`src/sv/tod_pkg.sv`:
```
// Shared types and codes for the time-of-day clock with alarm table.
// Depends on nothing; every other file refers to it by scoped names.
`default_nettype none

package tod_pkg;

    localparam int KIND_W   = 3;
    localparam int HOUR_W   = 5;
    localparam int MINUTE_W = 6;
    localparam int SECOND_W = 6;
    localparam int KEY_W    = 64;
    localparam int EVENT_W  = 2;
    localparam int SLOT_W   = 3;

    // Limits compared against the counter plus one, so one bit wider than the counter.
    localparam logic [SECOND_W:0] SECOND_LIMIT = 7'd60;
    localparam logic [MINUTE_W:0] MINUTE_LIMIT = 7'd60;
    localparam logic [HOUR_W:0]   HOUR_LIMIT   = 6'd24;

    typedef enum logic [KIND_W-1:0] {
        KIND_TICK    = 3'd0,
        KIND_SET     = 3'd1,
        KIND_ADD     = 3'd2,
        KIND_DEL     = 3'd3,
        KIND_DEL_ALL = 3'd4
    } kind_t;

    typedef enum logic [EVENT_W-1:0] {
        EV_STATUS = 2'd0,
        EV_HOUR   = 2'd1,
        EV_ALARM  = 2'd2,
        EV_MINUTE = 2'd3
    } event_t;

    typedef struct packed {
        logic [EVENT_W-1:0]  event_res;
        logic [SLOT_W-1:0]   alarm_slot;
        logic [KEY_W-1:0]    alarm_key_out;
        logic [HOUR_W-1:0]   hour_now;
        logic [MINUTE_W-1:0] minute_now;
        logic [SECOND_W-1:0] second_now;
        logic                last;
    } beat_t;

endpackage

`default_nettype wire

```
`src/sv/tod_in_if.sv`:
```
// Command channel interface: valid/ready handshake with the input item fields.
// Depends on tod_pkg for field widths.
`default_nettype none

interface tod_in_if;
    logic                          valid;
    logic                          ready;
    logic [tod_pkg::KIND_W-1:0]    kind;
    logic [tod_pkg::HOUR_W-1:0]    set_hour;
    logic [tod_pkg::MINUTE_W-1:0]  set_minute;
    logic [tod_pkg::SECOND_W-1:0]  set_second;
    logic [tod_pkg::KEY_W-1:0]     alarm_key;

    modport source (output valid, kind, set_hour, set_minute, set_second, alarm_key,
                    input ready);
    modport sink   (input valid, kind, set_hour, set_minute, set_second, alarm_key,
                    output ready);
endinterface

`default_nettype wire

```
`src/sv/tod_out_if.sv`:
```
// Result channel interface: valid/ready handshake with the result item fields.
// Depends on tod_pkg for field widths.
`default_nettype none

interface tod_out_if;
    logic                          valid;
    logic                          ready;
    logic [tod_pkg::EVENT_W-1:0]   event_res;
    logic [tod_pkg::SLOT_W-1:0]    alarm_slot;
    logic [tod_pkg::KEY_W-1:0]     alarm_key_out;
    logic [tod_pkg::HOUR_W-1:0]    hour_now;
    logic [tod_pkg::MINUTE_W-1:0]  minute_now;
    logic [tod_pkg::SECOND_W-1:0]  second_now;
    logic                          last;

    modport source (output valid, event_res, alarm_slot, alarm_key_out, hour_now,
                    minute_now, second_now, last, input ready);
    modport sink   (input valid, event_res, alarm_slot, alarm_key_out, hour_now,
                    minute_now, second_now, last, output ready);
endinterface

`default_nettype wire

```
`src/sv/tod_slot_ram.sv`:
```
// Alarm slot memory: key, hour and minute per slot, one write and one read port,
// registered read data. Depends on tod_pkg for field widths.
`default_nettype none

module tod_slot_ram #(
    parameter int DEPTH    = 8,
    parameter int IDX_W    = 3,
    parameter int SKEY_W   = 64
) (
    input  wire logic                          clk,
    input  wire logic                          we,
    input  wire logic [IDX_W-1:0]              waddr,
    input  wire logic [SKEY_W-1:0]             wkey,
    input  wire logic [tod_pkg::HOUR_W-1:0]    whour,
    input  wire logic [tod_pkg::MINUTE_W-1:0]  wminute,
    input  wire logic [IDX_W-1:0]              raddr,
    output logic      [SKEY_W-1:0]             rkey,
    output logic      [tod_pkg::HOUR_W-1:0]    rhour,
    output logic      [tod_pkg::MINUTE_W-1:0]  rminute
);

    logic [SKEY_W-1:0]            mem_key    [DEPTH];
    logic [tod_pkg::HOUR_W-1:0]   mem_hour   [DEPTH];
    logic [tod_pkg::MINUTE_W-1:0] mem_minute [DEPTH];

    logic [SKEY_W-1:0]            rkey_reg;
    logic [tod_pkg::HOUR_W-1:0]   rhour_reg;
    logic [tod_pkg::MINUTE_W-1:0] rminute_reg;

    always_ff @(posedge clk)
    begin
        if (we)
        begin
            mem_key[waddr]    <= wkey;
            mem_hour[waddr]   <= whour;
            mem_minute[waddr] <= wminute;
        end
        rkey_reg    <= mem_key[raddr];
        rhour_reg   <= mem_hour[raddr];
        rminute_reg <= mem_minute[raddr];
    end

    assign rkey    = rkey_reg;
    assign rhour   = rhour_reg;
    assign rminute = rminute_reg;

endmodule

`default_nettype wire

```
`src/sv/tod_out_buf.sv`:
```
// Result output register: holds one beat until the sink takes it.
// Depends on tod_pkg (beat_t) and tod_out_if.
`default_nettype none

module tod_out_buf (
    input  wire logic            clk,
    input  wire logic            rst_n,
    input  wire logic            push,
    input  wire tod_pkg::beat_t  beat,
    output logic                 space,
    tod_out_if.source            rsp
);

    logic           vld_reg;
    logic           vld_next;
    tod_pkg::beat_t beat_reg;

    assign space    = !vld_reg || rsp.ready;
    assign vld_next = push || (vld_reg && !rsp.ready);

    always_ff @(posedge clk or negedge rst_n)
    begin
        if (!rst_n)
        begin
            vld_reg <= 1'b0;
        end
        else
        begin
            vld_reg <= vld_next;
        end
    end

    always_ff @(posedge clk)
    begin
        if (push)
        begin
            beat_reg <= beat;
        end
    end

    assign rsp.valid         = vld_reg;
    assign rsp.event_res     = beat_reg.event_res;
    assign rsp.alarm_slot    = beat_reg.alarm_slot;
    assign rsp.alarm_key_out = beat_reg.alarm_key_out;
    assign rsp.hour_now      = beat_reg.hour_now;
    assign rsp.minute_now    = beat_reg.minute_now;
    assign rsp.second_now    = beat_reg.second_now;
    assign rsp.last          = beat_reg.last;

endmodule

`default_nettype wire

```
`src/sv/time_of_day_clock_with_alarms_top.sv`:
```
// Time-of-day clock with alarm table: control sequencer and time counters.
// Depends on tod_pkg, tod_in_if, tod_out_if, tod_slot_ram and tod_out_buf.
//
//   Channel | Direction | Beat contents
//   cmd     | in        | kind, set_hour, set_minute, set_second, alarm_key
//   rsp     | out       | event_res, alarm_slot, alarm_key_out, hour/minute/second_now, last
//
// A tick without a seconds rollover gives no beat. Set time, delete all and unused
// kinds go straight to a status beat. An add walks the valid bits for a free slot.
// Delete by key and a rollover tick scan the slots through the single memory read
// port, which reads one slot a cycle.
// Reset clears the time and all slot valid bits at once; no clearing pass is needed.
// A stalled result holds the sequencer in its emit state; cmd.ready is low until idle.
`default_nettype none

module time_of_day_clock_with_alarms_top #(
    parameter int ALARM_SLOTS = 8,
    parameter int KEY_BYTES   = 8
) (
    input  wire logic  clk,
    input  wire logic  rst_n,
    tod_in_if.sink     cmd,
    tod_out_if.source  rsp
);

    localparam int IDX_W  = (ALARM_SLOTS > 1) ? $clog2(ALARM_SLOTS) : 1;
    localparam int SKEY_W = 8 * KEY_BYTES;
    localparam logic [IDX_W:0] SLOTS_CNT = (IDX_W + 1)'(ALARM_SLOTS);

    typedef enum logic [2:0] {
        ST_IDLE,
        ST_ADD,
        ST_DEL,
        ST_HOUR,
        ST_ALARM,
        ST_ALMOUT,
        ST_MINUTE,
        ST_STATUS
    } state_t;

    state_t                        state_reg, state_next;
    logic [tod_pkg::SECOND_W-1:0]  sec_reg, sec_next;
    logic [tod_pkg::MINUTE_W-1:0]  min_reg, min_next;
    logic [tod_pkg::HOUR_W-1:0]    hour_reg, hour_next;
    logic [ALARM_SLOTS-1:0]        valid_reg, valid_next;
    logic [IDX_W:0]                scan_idx_reg, scan_idx_next;
    logic                          chk_vld_reg, chk_vld_next;
    logic [IDX_W-1:0]              chk_idx_reg, chk_idx_next;

    logic [SKEY_W-1:0]             key_reg, key_next;
    logic [tod_pkg::HOUR_W-1:0]    ahour_reg, ahour_next;
    logic [tod_pkg::MINUTE_W-1:0]  amin_reg, amin_next;
    logic [IDX_W-1:0]              found_idx_reg, found_idx_next;
    logic [SKEY_W-1:0]             found_key_reg, found_key_next;

    logic [SKEY_W-1:0]             norm_key;
    logic [tod_pkg::SECOND_W:0]    sec_inc;
    logic [tod_pkg::MINUTE_W:0]    min_inc;
    logic [tod_pkg::HOUR_W:0]      hour_inc;
    logic                          scan_done;
    logic [IDX_W-1:0]              scan_addr;
    logic [6:0]                    found_idx_ext;

    logic                          ram_we;
    logic [SKEY_W-1:0]             rd_key;
    logic [tod_pkg::HOUR_W-1:0]    rd_hour;
    logic [tod_pkg::MINUTE_W-1:0]  rd_minute;

    logic                          push;
    logic                          space;
    tod_pkg::beat_t                beat;

    // Bytes after the first zero byte do not count toward the key.
    always_comb
    begin
        logic alive;
        alive    = 1'b1;
        norm_key = '0;
        for (int b = 0; b < KEY_BYTES; b++)
        begin
            alive = alive && (cmd.alarm_key[8*b +: 8] != 8'd0);
            norm_key[8*b +: 8] = alive ? cmd.alarm_key[8*b +: 8] : 8'd0;
        end
    end

    assign sec_inc       = {1'b0, sec_reg} + 1'b1;
    assign min_inc       = {1'b0, min_reg} + 1'b1;
    assign hour_inc      = {1'b0, hour_reg} + 1'b1;
    assign scan_done     = (scan_idx_reg == SLOTS_CNT);
    assign scan_addr     = scan_idx_reg[IDX_W-1:0];
    assign found_idx_ext = 7'(found_idx_reg);
    assign cmd.ready     = (state_reg == ST_IDLE);

    always_comb
    begin
        state_next     = state_reg;
        sec_next       = sec_reg;
        min_next       = min_reg;
        hour_next      = hour_reg;
        valid_next     = valid_reg;
        scan_idx_next  = scan_idx_reg;
        chk_vld_next   = chk_vld_reg;
        chk_idx_next   = chk_idx_reg;
        key_next       = key_reg;
        ahour_next     = ahour_reg;
        amin_next      = amin_reg;
        found_idx_next = found_idx_reg;
        found_key_next = found_key_reg;
        ram_we         = 1'b0;
        push           = 1'b0;

        beat.event_res     = tod_pkg::EV_STATUS;
        beat.alarm_slot    = '0;
        beat.alarm_key_out = '0;
        beat.hour_now      = hour_reg;
        beat.minute_now    = min_reg;
        beat.second_now    = sec_reg;
        beat.last          = 1'b0;

        case (state_reg)
            ST_IDLE:
            begin
                if (cmd.valid)
                begin
                    key_next      = norm_key;
                    ahour_next    = cmd.set_hour;
                    amin_next     = cmd.set_minute;
                    scan_idx_next = '0;
                    chk_vld_next  = 1'b0;
                    case (cmd.kind)
                        tod_pkg::KIND_TICK:
                        begin
                            if (sec_inc < tod_pkg::SECOND_LIMIT)
                            begin
                                sec_next = sec_inc[tod_pkg::SECOND_W-1:0];
                            end
                            else
                            begin
                                sec_next = '0;
                                if (min_inc >= tod_pkg::MINUTE_LIMIT)
                                begin
                                    min_next   = '0;
                                    hour_next  = (hour_inc >= tod_pkg::HOUR_LIMIT) ?
                                                 '0 : hour_inc[tod_pkg::HOUR_W-1:0];
                                    state_next = ST_HOUR;
                                end
                                else
                                begin
                                    min_next   = min_inc[tod_pkg::MINUTE_W-1:0];
                                    state_next = ST_ALARM;
                                end
                            end
                        end
                        tod_pkg::KIND_SET:
                        begin
                            hour_next  = cmd.set_hour;
                            min_next   = cmd.set_minute;
                            sec_next   = cmd.set_second;
                            state_next = ST_STATUS;
                        end
                        tod_pkg::KIND_ADD:
                        begin
                            state_next = (norm_key != '0) ? ST_ADD : ST_STATUS;
                        end
                        tod_pkg::KIND_DEL:
                        begin
                            state_next = ST_DEL;
                        end
                        tod_pkg::KIND_DEL_ALL:
                        begin
                            valid_next = '0;
                            state_next = ST_STATUS;
                        end
                        default:
                        begin
                            state_next = ST_STATUS;
                        end
                    endcase
                end
            end

            ST_ADD:
            begin
                if (scan_done)
                begin
                    state_next = ST_STATUS;
                end
                else if (!valid_reg[scan_addr])
                begin
                    ram_we                = 1'b1;
                    valid_next[scan_addr] = 1'b1;
                    state_next            = ST_STATUS;
                end
                else
                begin
                    scan_idx_next = scan_idx_reg + 1'b1;
                end
            end

            ST_DEL:
            begin
                // Reads are issued one slot ahead of the compare.
                if (!scan_done)
                begin
                    chk_vld_next  = 1'b1;
                    chk_idx_next  = scan_addr;
                    scan_idx_next = scan_idx_reg + 1'b1;
                end
                else
                begin
                    chk_vld_next = 1'b0;
                end
                if (chk_vld_reg && valid_reg[chk_idx_reg] && (rd_key == key_reg))
                begin
                    valid_next[chk_idx_reg] = 1'b0;
                end
                if (scan_done && !chk_vld_reg)
                begin
                    state_next = ST_STATUS;
                end
            end

            ST_HOUR:
            begin
                if (space)
                begin
                    push           = 1'b1;
                    beat.event_res = tod_pkg::EV_HOUR;
                    state_next     = ST_ALARM;
                end
            end

            ST_ALARM:
            begin
                if (!scan_done)
                begin
                    chk_vld_next  = 1'b1;
                    chk_idx_next  = scan_addr;
                    scan_idx_next = scan_idx_reg + 1'b1;
                end
                else
                begin
                    chk_vld_next = 1'b0;
                end
                if (chk_vld_reg && valid_reg[chk_idx_reg] &&
                    (rd_hour == hour_reg) && (rd_minute == min_reg))
                begin
                    found_idx_next = chk_idx_reg;
                    found_key_next = rd_key;
                    state_next     = ST_ALMOUT;
                end
                else if (scan_done && !chk_vld_reg)
                begin
                    state_next = ST_MINUTE;
                end
            end

            ST_ALMOUT:
            begin
                if (space)
                begin
                    push               = 1'b1;
                    beat.event_res     = tod_pkg::EV_ALARM;
                    beat.alarm_slot    = found_idx_ext[tod_pkg::SLOT_W-1:0];
                    beat.alarm_key_out = tod_pkg::KEY_W'(found_key_reg);
                    state_next         = ST_MINUTE;
                end
            end

            ST_MINUTE:
            begin
                if (space)
                begin
                    push           = 1'b1;
                    beat.event_res = tod_pkg::EV_MINUTE;
                    beat.last      = 1'b1;
                    state_next     = ST_IDLE;
                end
            end

            ST_STATUS:
            begin
                if (space)
                begin
                    push       = 1'b1;
                    beat.last  = 1'b1;
                    state_next = ST_IDLE;
                end
            end

            default:
            begin
                state_next = ST_IDLE;
            end
        endcase
    end

    always_ff @(posedge clk or negedge rst_n)
    begin
        if (!rst_n)
        begin
            state_reg    <= ST_IDLE;
            sec_reg      <= '0;
            min_reg      <= '0;
            hour_reg     <= '0;
            valid_reg    <= '0;
            scan_idx_reg <= '0;
            chk_vld_reg  <= 1'b0;
            chk_idx_reg  <= '0;
        end
        else
        begin
            state_reg    <= state_next;
            sec_reg      <= sec_next;
            min_reg      <= min_next;
            hour_reg     <= hour_next;
            valid_reg    <= valid_next;
            scan_idx_reg <= scan_idx_next;
            chk_vld_reg  <= chk_vld_next;
            chk_idx_reg  <= chk_idx_next;
        end
    end

    always_ff @(posedge clk)
    begin
        key_reg       <= key_next;
        ahour_reg     <= ahour_next;
        amin_reg      <= amin_next;
        found_idx_reg <= found_idx_next;
        found_key_reg <= found_key_next;
    end

    tod_slot_ram #(
        .DEPTH  (ALARM_SLOTS),
        .IDX_W  (IDX_W),
        .SKEY_W (SKEY_W)
    ) u_ram (
        .clk     (clk),
        .we      (ram_we),
        .waddr   (scan_addr),
        .wkey    (key_reg),
        .whour   (ahour_reg),
        .wminute (amin_reg),
        .raddr   (scan_addr),
        .rkey    (rd_key),
        .rhour   (rd_hour),
        .rminute (rd_minute)
    );

    tod_out_buf u_out (
        .clk   (clk),
        .rst_n (rst_n),
        .push  (push),
        .beat  (beat),
        .space (space),
        .rsp   (rsp)
    );

endmodule

`default_nettype wire

```
`src/flat_wrapper.sv`:
```
// flat-port wrapper written by rule: the top's interface ports become plain ports
module time_of_day_clock_with_alarms_top_flat 
#(
    parameter int ALARM_SLOTS = 8,
    parameter int KEY_BYTES   = 8
)
  (clk, rst_n, cmd_valid, cmd_kind, cmd_set_hour, cmd_set_minute, cmd_set_second, cmd_alarm_key, cmd_ready, rsp_valid, rsp_event_res, rsp_alarm_slot, rsp_alarm_key_out, rsp_hour_now, rsp_minute_now, rsp_second_now, rsp_last, rsp_ready);
  tod_in_if cmd_i ();
  tod_out_if rsp_i ();
  input  wire logic clk;
  input  wire logic rst_n;
  input wire logic [$bits(cmd_i.valid)-1:0] cmd_valid;
  input wire logic [$bits(cmd_i.kind)-1:0] cmd_kind;
  input wire logic [$bits(cmd_i.set_hour)-1:0] cmd_set_hour;
  input wire logic [$bits(cmd_i.set_minute)-1:0] cmd_set_minute;
  input wire logic [$bits(cmd_i.set_second)-1:0] cmd_set_second;
  input wire logic [$bits(cmd_i.alarm_key)-1:0] cmd_alarm_key;
  output wire logic [$bits(cmd_i.ready)-1:0] cmd_ready;
  output wire logic [$bits(rsp_i.valid)-1:0] rsp_valid;
  output wire logic [$bits(rsp_i.event_res)-1:0] rsp_event_res;
  output wire logic [$bits(rsp_i.alarm_slot)-1:0] rsp_alarm_slot;
  output wire logic [$bits(rsp_i.alarm_key_out)-1:0] rsp_alarm_key_out;
  output wire logic [$bits(rsp_i.hour_now)-1:0] rsp_hour_now;
  output wire logic [$bits(rsp_i.minute_now)-1:0] rsp_minute_now;
  output wire logic [$bits(rsp_i.second_now)-1:0] rsp_second_now;
  output wire logic [$bits(rsp_i.last)-1:0] rsp_last;
  input wire logic [$bits(rsp_i.ready)-1:0] rsp_ready;
  assign cmd_i.valid = cmd_valid;
  assign cmd_i.kind = cmd_kind;
  assign cmd_i.set_hour = cmd_set_hour;
  assign cmd_i.set_minute = cmd_set_minute;
  assign cmd_i.set_second = cmd_set_second;
  assign cmd_i.alarm_key = cmd_alarm_key;
  assign cmd_ready = cmd_i.ready;
  assign rsp_valid = rsp_i.valid;
  assign rsp_event_res = rsp_i.event_res;
  assign rsp_alarm_slot = rsp_i.alarm_slot;
  assign rsp_alarm_key_out = rsp_i.alarm_key_out;
  assign rsp_hour_now = rsp_i.hour_now;
  assign rsp_minute_now = rsp_i.minute_now;
  assign rsp_second_now = rsp_i.second_now;
  assign rsp_last = rsp_i.last;
  assign rsp_i.ready = rsp_ready;
  time_of_day_clock_with_alarms_top #(.ALARM_SLOTS(ALARM_SLOTS), .KEY_BYTES(KEY_BYTES)) u_core (.clk(clk), .rst_n(rst_n), .cmd(cmd_i), .rsp(rsp_i));
endmodule
```
`config.mk`:
```
export PLATFORM = sky130hd
export DESIGN_NAME = time_of_day_clock_with_alarms_top_flat
export DESIGN_NICKNAME = d
export VERILOG_FILES = /design/src/sv/tod_pkg.sv /design/src/sv/tod_in_if.sv /design/src/sv/tod_out_if.sv /design/src/sv/tod_slot_ram.sv /design/src/sv/tod_out_buf.sv /design/src/sv/time_of_day_clock_with_alarms_top.sv /design/src/flat_wrapper.sv
export SDC_FILE = /design/constraint.sdc
export NUM_CORES = 1
export LEC_CHECK = 0
export BUFFER_PORTS_ARGS = -buffer_cell sky130_fd_sc_hd__buf_2
export CAP_MARGIN = 30
export CORE_MARGIN = 5
export CORE_UTILIZATION = 25
export DETAILED_ROUTE_END_ITERATION = 6
export PLACE_DENSITY = 0.35
export SLEW_MARGIN = 25
export SYNTH_ARGS = -nofsm -noshare
export SYNTH_HDL_FRONTEND = slang
export SYNTH_SLANG_ARGS = --single-unit
```
`constraint.sdc`:
```
create_clock -name clk -period 17.35 [get_ports clk]
set_input_delay 1.735 -clock clk [delete_from_list [all_inputs] [get_ports clk]]
set_output_delay 1.735 -clock clk [all_outputs]
set_load 0.1 [all_outputs]
```
==> results.ini, run 1 <==
[finish]
fin_cells = 4051
final_common_cell = edfxtp_1
regMostFlops = u_core.u_ram.mem_key
final_cell_mix = 829 x edfxtp_1, 302 x a22oi_1, 176 x buf_2
syn_to_final_growth_pct = 19.9
layout-drive-gt1-share = 0.183
n_fill_cell = 13400
layout.nets = 2271
post-route-util = 0.301
largest_reg_flops = 512

[logic_synthesis]
yosys-top-cells-area = edfxtp_1 73%, a22oi_1 6.7%, dfxtp_1 4.4%, dfrtp_1 2.7%, and2_1 2.3%
yosysTopAreaCell = edfxtp_1
ys_seq_area_frac = 0.806
synth.top_cell.area_share = 0.734
synth_cells = 1948
ys.flop_type = edfxtp_1
netlist_area_um2 = 33900
syn_area_per_cell_um2 = 17.4
ys_ff_latch = 941
syn-num-nets = 2042
ys_warn_count = 0
synth_edf_count = 829
synth_cell_types = 66
async_reset_ff_frac = 0.0393

[sta]
max_slew_margin = 0.342
totalNegativeSetupSlack_ns = 0
timing_max_transition_violations_final = 0
grt_setup_unrepaired = no
period_share = 0.272
final_hold_viol_count = 0
finalSetupViolations = 0
fin_crit_ns = 4.73
clock_skew_ns = 0.0314
max_freq_mhz = 212
worst-slew-pin-transition_ns = 0.984

[clocking]
clk_latency_ns = 0.73
postCtsSetupBuffers = 0
cts_tree = done
h-tree-depth = 3
clock_sinks = 941
cts_resized = 0
cts_buffer_depth = 3
cts_hold_buf = 0
cts_buffers = 108
clockRootBuffer = clkbuf_16
clk_pin_slew_ns = 0.06

[power]
peakVddDrop_uv = 100
p_per_area_nw_per_um2 = 173
p_leak_uw = 0.0131
finalPower_uw = 7020

[global_routing]
grt_max_degree = 68
grt_pass1_vias = 19500
overflow = 0
antenna_found_initial = 8
track_usage = 0.145
grt_pass1_wl_mm = 148

[die]
initial_utilization = 0.251
die_area_um2 = 143000
die_h_um = 378
core_area_um2 = 135000
ios = 177
die_w_um = 378
row_count = 135

[placed_design]
routabilityCongestion = 0.718
portBuffers = 176
placed_cells = 3847
dp_hpwl_mm = 60.3

[job]
maxCapViolCount = 0

[route]
drt_iter0_drc = 1365
route.detailed.drc = 0
vias = 18500
antenna_left = 0
wirelength_mm = 105
wl_per_cell_um = 25.8
viasPerCell = 4.55
firstDrtPassIters = 5

[setup_path]
crit_path_start_kind = flip-flop
critPathMaxFanout = 38
arrival_ns = 5.06
required_ns = 17.68
r2r_cells = 8
end_kind = flip-flop
path_class = flip-flop to flip-flop

[min_path]
min_path_type = flip-flop to flip-flop
min_path_cells = 0

[run_status]
status = finished, final reports clean

==> routing by layer <==
metal	GRT usage	up-vias	routed length (um)
met2	0.235	439	49200
met5	0	-	13
met4	0.0449	2	2480
met3	0.0288	141	5150
li1	-	8256	-
met1	0.196	9613	47800
==> power breakdown <==
group	leakage, uW	internal (uW)	switching [uW]	total [uW]
logic	0.00277	369	1330	1700
registers	0.00862	2850	246	3090
clock network	0.00170	1290	941	2230
total	0.0131	4500	2520	7020
==> critical path, cell delays in order (launching register included) <==
cell and delay [ns]:
dfrtp_1 0.94, clkinv_1 0.57, ha_1 0.40, nand3b_4 0.14, nand2_1 0.15, or2_4 0.36
nor3_4 0.37, buf_4 0.63, buf_4 0.70
==> cell type report <==
cell class | instances | area (um^2) | share of cell area
tap | 1781 | 2230 | 0.0548
inverter | 19 | 71.3 | 0.00175
timing repair buffer | 222 | 1310 | 0.0322
sequential | 941 | 27300 | 0.672
multi-input combinational | 885 | 6220 | 0.153
clock inverter | 54 | 544 | 0.0134
clock buffer | 144 | 2950 | 0.0725
antenna | 5 | 12.5 | 0.000308
==> per-stage QoR <==
stage | area (um^2) | setup WS, ns | hold slack (ns)
2_1_floorplan | 33900 | 8.21 | 0.420
3_3_place_gp | 37000 | 12.22 | 0.436
3_5_place_dp | 37100 | 12.15 | 0.437
4_1_cts | 40600 | 12.53 | 0.448
5_1_grt | 40600 | 12.32 | 0.456
6_report | 40700 | 12.62 | 0.445
==> Yosys cell counts, drive strengths merged, types with 8 or more instances <==
library cell and instances:
xnor2 67, edfxtp 829, and2 127, a21oi 24, dfxtp 75, clkbuf 76, dfrtp 37, nor3 16
inv 18, nor2 34, nor4 25, o22ai 8, nand2 40, a31oi 9, buf 27, nand4 92
o21ai 26, xor2 15, nand3 16, a22oi 302
==> final timing paths <==
kind | from | endpoint | slack (ns)
max | u_core.scan_idx_reg[0] | u_core.u_ram.mem_key[0][38] | 12.62
min | u_core.u_ram.rkey[36] | u_core.found_key_reg[36] | 0.45
max reg2reg | u_core.scan_idx_reg[0] | u_core.u_ram.mem_key[0][38] | 12.62
min reg2reg | u_core.u_ram.rkey[36] | u_core.found_key_reg[36] | 0.45
max in group asynchronous | rst_n | u_core.valid_reg[0] | 15.88
min in group asynchronous | rst_n | u_core.min_reg[2] | 0.97
==> kinds of logic (layout without fill, tap and decap cells) <==
| logic type | Yosys count | after routing | share of synthesized area |
|---|---|---|---|
| AOI/OAI and AO/OA | 405 | 405 | 0.0870 |
| xor gates and xnor gates | 82 | 82 | 0.0212 |
| adders and majority gates | 6 | 6 | 0.00221 |
| buffers and inverters | 122 | 439 | 0.0144 |
| DFF | 941 | 941 | 0.806 |
| muxes | 8 | 8 | 0.00299 |
| other | 0 | 5 | 0 |
| and+or+nand+nor | 384 | 384 | 0.0664 |
No activity file was read; power rests on OpenSTA's default activity.
==> inputs of run 2 (changes only) <==
==> constraint.sdc (replaced) <==
create_clock -name clk -period 4.44 [get_ports clk]
set_input_delay 0.444 -clock clk [delete_from_list [all_inputs] [get_ports clk]]
set_output_delay 0.444 -clock clk [all_outputs]
set_load 0.1 [all_outputs]
==> run 2 against run 1 <==
Net effect:
- setup slack worse by 12 ns
- critical path depth down 2
- die area unchanged
- clock-buffer cell count up 19
- combinational power rose to 4.0 times the previous value
- largest power group unchanged
- clock power rose to 3.9 times the previous value
- register-to-register slack worse by 12 ns
- power rose to 3.9 times the previous value
==> results.ini, run 2 (same netlist as run 1, synthesis figures left out) <==
[run_status]
status = finished, final reports clean

[sta]
worst-slew-pin-transition_ns = 0.955  ; -0.0288 ns
max_slew_margin = 0.363  ; +0.0215
fin_crit_ns = 3.37  ; -1.36 ns
clock_skew_ns = 0.0241  ; -0.00728 ns
final_hold_viol_count = 0  ; unchanged
finalSetupViolations = 0  ; unchanged
grt_setup_unrepaired = no
holdWs_ns = 0.0684  ; -0.377 ns
period_share = 0.759  ; +0.487
max_freq_mhz = 297  ; +40%
timing_max_transition_violations_final = 0  ; unchanged

[route]
top_layer_used = met4
antenna_left = 0  ; unchanged
drt_iter0_drc = 1303  ; -4.5%
vias = 18500  ; +0.14%
firstDrtPassIters = 5  ; unchanged
wirelength_mm = 103  ; -1.9%
wl_met2_mm = 49.6  ; +0.67%
route.detailed.drc = 0  ; unchanged
wl_per_cell_um = 25.1  ; -2.8%
viasPerCell = 4.52  ; -0.84%
m1WireLength_mm = 46.7  ; -2.4%
routed-wl-met3_mm = 4.38  ; -15%

[setup_path]
path_class = flip-flop to flip-flop
crit_path_start_kind = flip-flop
arrival_ns = 3.70  ; -1.36 ns
required_ns = 4.76  ; -12.92 ns
path_cells = or2_2 > o22ai_1 > or3_1 > or2_4 > nor4_4 > buf_12
critPathTopFamily = simple AND/OR/NAND/NOR gates
critPathMaxFanout = 43  ; +13%
max_stage_delay_ns = 0.70  ; -0.24 ns
crit_slowest_cell = dfrtp_1
end_kind = flip-flop
timing.critical_path.buf_inv = 1  ; -2

[placed_design]
routabilityCongestion = 0.723  ; +0.71%
portBuffers = 176  ; unchanged
dp_hpwl_mm = 58.5  ; -2.9%
placed_cells = 3851  ; +0.10%

[global_routing]
grt_max_degree = 77  ; +13%
track_usage = 0.142  ; -0.00260
antenna_found_initial = 4  ; -4
overflow = 0  ; unchanged
grt_pass1_wl_mm = 146  ; -1.7%
grt_pass1_vias = 19500  ; +0.29%

[die]
die_w_um = 378  ; unchanged
ios = 177  ; unchanged
core_area_um2 = 135000  ; unchanged
die_area_um2 = 143000  ; unchanged
die_h_um = 378  ; unchanged
row_count = 135  ; unchanged
initial_utilization = 0.251  ; unchanged

[job]
maxCapViolCount = 0  ; unchanged

[finish]
n_fill_cell = 13300  ; -0.25%
regArea_um2 = 27300  ; unchanged
final_common_cell = edfxtp_1
layout.nets = 2310  ; +1.7%
multi_input_area_um2 = 6250  ; +0.44%
syn_to_final_growth_pct = 21.4
fin_cells = 4091  ; +0.99%
regMostFlops = u_core.u_ram.mem_key
final_cell_mix = 829 x edfxtp_1, 302 x a22oi_1, 176 x buf_2
largest_reg_flops = 512  ; unchanged
layout-drive-gt1-share = 0.182  ; -0.00117

[clocking]
clk_latency_ns = 0.69  ; -0.04 ns
clk_pin_slew_ns = 0.06  ; about the same
clockRootBuffer = clkbuf_16
clock_sinks = 941  ; unchanged
cts_tree = done
h-tree-depth = 3  ; unchanged
cts_buffer_depth = 3  ; unchanged
cts_buffers = 108  ; unchanged

[power]
peakVddDrop_uv = 430  ; +330%
internal-power_uw = 17800  ; +290%
clkPwrFrac = 0.313  ; -0.005
p_seq_frac = 0.439  ; -0.002
p_leak_uw = 0.0133  ; +1.5%
swShare = 0.356  ; -0.00279
p_per_area_nw_per_um2 = 670  ; +290%
p_switching_uw = 9810  ; +290%
power_frac_comb = 0.248  ; +0.006

[min_path]
min_path_type = input port to flip-flop

==> run 2: timing repair <==
action	4_1_cts	5_1_grt
hold endpoints to repair	48	0
hold buffers	34	0
gates resized for setup	0	0
buffers inserted	0	0
==> run 2: cell type report <==
cell class / count / share of cell area
flip-flops and latches: 941 / 0.664
multi-input cells: 885 / 0.152
clock buffers: 163 / 0.0739
well taps: 1781 / 0.0541
repair buffers: 261 / 0.0447
clock inverters: 38 / 0.00964
inverters: 19 / 0.00176
diodes: 3 / 0.000182
==> run 2: per-layer routing <==
layer | GRT usage | vias to the layer above
met5 | 0 | -
met3 | 0.0237 | 126
met4 | 0.0386 | 0
met1 | 0.192 | 9589
met2 | 0.237 | 419
li1 | - | 8343
==> run 2: worst register-to-register path, stage by stage, from the launching register on <==
cell and delay, ns:
dfrtp_1 0.70, or2_2 0.37, o22ai_1 0.18, or3_1 0.50
or2_4 0.37, nor4_4 0.45, buf_12 0.40
==> run 2: path summary, 6_finish.rpt <==
check / from / end / slack, ns / depth (start not counted)
max in group asynchronous: rst_n / u_core.valid_reg[6] / 3.70 / 3
min in group asynchronous: rst_n / u_core.sec_reg[3] / 0.23 / 2
min reg2reg: u_core.u_ram.rkey[7] / u_core.found_key_reg[7] / 0.46 / 0
max reg2reg: u_core.scan_idx_reg[2] / u_core.u_ram.mem_key[2][58] / 1.07 / 6
min: cmd_alarm_key[45] / u_core.key_reg[45] / 0.07 / 2
max: u_core.scan_idx_reg[2] / u_core.u_ram.mem_key[2][58] / 1.07 / 6
==> run 2: through the flow <==
stage          worst slack, ns  power, uW  instance area [um^2]  setup TNS [ns]  utilization
2_1_floorplan           -0.570      16700                 33900          -92.66            -
3_3_place_gp              1.12      19300                 37300               0        0.276
3_5_place_dp              1.09      19300                 37300               0        0.276
4_1_cts                   1.05      28100                 41100               0        0.304
5_1_grt                  0.896      28800                 41100               0        0.304
6_report                  1.07      27600                 41200               0        0.305
==> run 2: power groups by stage <==
stage | sequential, uW | combinational [uW] | clock (uW)
after floorplan | 14300 | 2450 | 0
after global placement | 12300 | 6960 | 0
after detailed placement | 12300 | 6960 | 0
after CTS | 12200 | 7000 | 8950
after global routing | 12300 | 7290 | 9270
final | 12100 | 6830 | 8640
==> inputs of run 3 (changes only) <==
--- a/config.mk
+++ b/config.mk
@@ -10,7 +10,7 @@
 export CORE_MARGIN = 5
 export CORE_UTILIZATION = 25
 export DETAILED_ROUTE_END_ITERATION = 6
-export PLACE_DENSITY = 0.35
+export PLACE_DENSITY = 0.37
 export SLEW_MARGIN = 25
 export SYNTH_ARGS = -nofsm -noshare
 export SYNTH_HDL_FRONTEND = slang
==> constraint.sdc (replaced) <==
create_clock -name clk -period 2.8 [get_ports clk]
set_input_delay 0.28 -clock clk [delete_from_list [all_inputs] [get_ports clk]]
set_output_delay 0.28 -clock clk [all_outputs]
set_load 0.1 [all_outputs]
==> run 3 against run 2 <==
Net effect:
- power up 63%
- largest cell class unchanged
- sequential power up 57%
- sequential share of layout area down 3.1 points
- cell count up 4.0%
- highest routed layer unchanged
- critical path type unchanged
- combinational power up 77%
- clock power up 60%
- wire length up 3.7%
- global-route usage up 0.49 points
==> results.ini, run 3 (same netlist as run 1, synthesis figures left out) <==
[sta]
max_freq_mhz = 358  ; +21%
holdWs_ns = 0.0391  ; -0.0293 ns
period_share = 0.996  ; +0.237
clock_skew_ns = 0.0255  ; +0.00139 ns
max_slew_margin = 0.396  ; +0.0328
final_hold_viol_count = 0  ; unchanged
worst_slack_ns = 0.0103  ; -1.06 ns
grt_setup_unrepaired = no
timing_max_transition_violations_final = 0  ; unchanged
worst-slew-pin-transition_ns = 0.903  ; -0.0523 ns
finalSetupViolations = 0  ; unchanged
fin_crit_ns = 2.79  ; -0.581 ns

[setup_path]
path_class = flip-flop to flip-flop
arrival_ns = 3.37  ; -0.33 ns
worstReg2RegStart = u_core.key_reg[50]
r2r_cells = 7  ; +1
r2r_setup_slack_ns = 0.01  ; -1.06 ns
reg2reg_to = u_core.valid_reg[2]
crit_path_start_kind = flip-flop
end_kind = flip-flop
critPathMaxFanout = 4  ; -91%
required_ns = 3.38  ; -1.38 ns

[power]
p_per_area_nw_per_um2 = 1040  ; +55%
peakVddDrop_uv = 598  ; +39%
p_leak_uw = 0.0143  ; +7.6%

[placed_design]
place_ws_ns = -0.696  ; -1.79 ns
dp_hpwl_mm = 65.9  ; +12%
portBuffers = 176  ; unchanged
routabilityCongestion = 0.774  ; +7.0%

[route]
drt_iter0_drc = 1364  ; +4.7%
wl_per_cell_um = 25.1  ; -0.23%
antenna_left = 0  ; unchanged
firstDrtPassIters = 5  ; unchanged
vias = 19500  ; +5.8%
route.detailed.drc = 0  ; unchanged
viasPerCell = 4.59  ; +1.7%
wirelength_mm = 107  ; +3.7%

[die]
core_area_um2 = 135000  ; unchanged
ios = 177  ; unchanged
die_area_um2 = 143000  ; unchanged
die_w_um = 378  ; unchanged
initial_utilization = 0.251  ; unchanged
die_h_um = 378  ; unchanged
row_count = 135  ; unchanged

[clocking]
clockRootBuffer = clkbuf_16
clk_latency_ns = 0.70  ; about the same
cts_buffer_depth = 3  ; unchanged
h-tree-depth = 3  ; unchanged
cts_tree = done
clk_pin_slew_ns = 0.06  ; about the same
clock_sinks = 941  ; unchanged
cts_buffers = 106  ; -1.9%

[finish]
post-route-util = 0.319  ; +0.0148
final_common_cell = edfxtp_1
layout.nets = 2474  ; +7.1%
regMostFlops = u_core.u_ram.mem_key
syn_to_final_growth_pct = 27.3
largest_reg_flops = 512  ; unchanged
n_fill_cell = 13200  ; -0.79%
layout-drive-gt1-share = 0.225  ; +0.0427
final_cell_mix = 829 x edfxtp_1, 302 x a22oi_1, 176 x buf_2

[min_path]
min_path_type = input port to flip-flop
min_path_cells = 2  ; unchanged
whs_endpoint = u_core.key_reg[27]
holdCritStartpoint = cmd_alarm_key[27]

[global_routing]
track_usage = 0.147  ; +0.00489
grt_max_degree = 69  ; -10%
overflow = 0  ; unchanged
grt_pass1_vias = 20400  ; +4.2%
antenna_found_initial = 2  ; -2
grt_pass1_wl_mm = 152  ; +4.0%

[run_status]
status = finished, final reports clean

[job]
maxCapViolCount = 0  ; unchanged

## run 3: worst max path at each step
stage,startpoint,end,slack [ns],depth (start not counted)
floorplan,u_core.scan_idx_reg[0],u_core.valid_reg[2],-1.63,8
global placement,u_core.key_reg[56],u_core.valid_reg[4],-1.07,7
detailed placement,u_core.key_reg[56],u_core.valid_reg[2],-0.70,7
CTS,u_core.key_reg[56],u_core.valid_reg[2],0.004,7
global route,u_core.key_reg[42],u_core.valid_reg[2],0.002,8
finish,u_core.key_reg[50],u_core.valid_reg[2],0.01,7
## run 3: metal layers
layer  routed length, um  GRT usage  vias to the layer above
met2               49500      0.234                      528
met1               49300      0.206                    10200
li1                    -          -                     8681
met3                5420     0.0262                      135
met4                2440     0.0421                        0
met5                   0          0                        -
## run 3: cell type report
cell class,instances,area (um^2),share of cell area
well taps,1781,2230,0.0516
flip-flops and latches,941,27300,0.633
clock inverters,58,568,0.0132
multi-input cells,885,6410,0.149
inverters,19,72.6,0.00168
clock buffers,139,2880,0.0667
diodes,4,10.0,0.000232
repair buffers,427,3660,0.0847
## run 3: what timing repair did
item / in CTS / in global routing
hold buffers: 81 / 0
hold endpoints to repair: 128 / 0
endpoints found under the setup margin: 8 / 4
gates cloned: 0 / 0
pin swaps: 4 / 5
resized for setup: 14 / 7
buffers inserted: 8 / 6
## run 3: where the power goes
part	total [uW]	internal [uW]	switching, uW
clock	13800	8070	5710
sequential	19000	17600	1390
combinational	12100	3240	8840
total	44900	28900	15900
## run 3: through the flow
| step | setup TNS [ns] | instances | total power [uW] | area (um^2) |
|---|---|---|---|---|
| 5_1_grt | 0 | 4250 | 46900 | 43100 |
| 3_5_place_dp | -4.74 | 3958 | 31300 | 38600 |
| 3_3_place_gp | -7.93 | 3957 | 31300 | 38600 |
| 2_1_floorplan | -618.84 | 1948 | 26600 | 34000 |
| 6_report | 0 | 4254 | 44900 | 43200 |
| 4_1_cts | 0 | 4244 | 45500 | 43000 |
## run 3: critical path, stage by stage, from the launching register on
cell and delay (ns):
edfxtp_1 0.47, xnor2_2 0.32, nand4_1 0.36, nor4_4 0.54, nand4_1 0.21, buf_4 0.18, or3_4 0.34, o221a_2 0.25
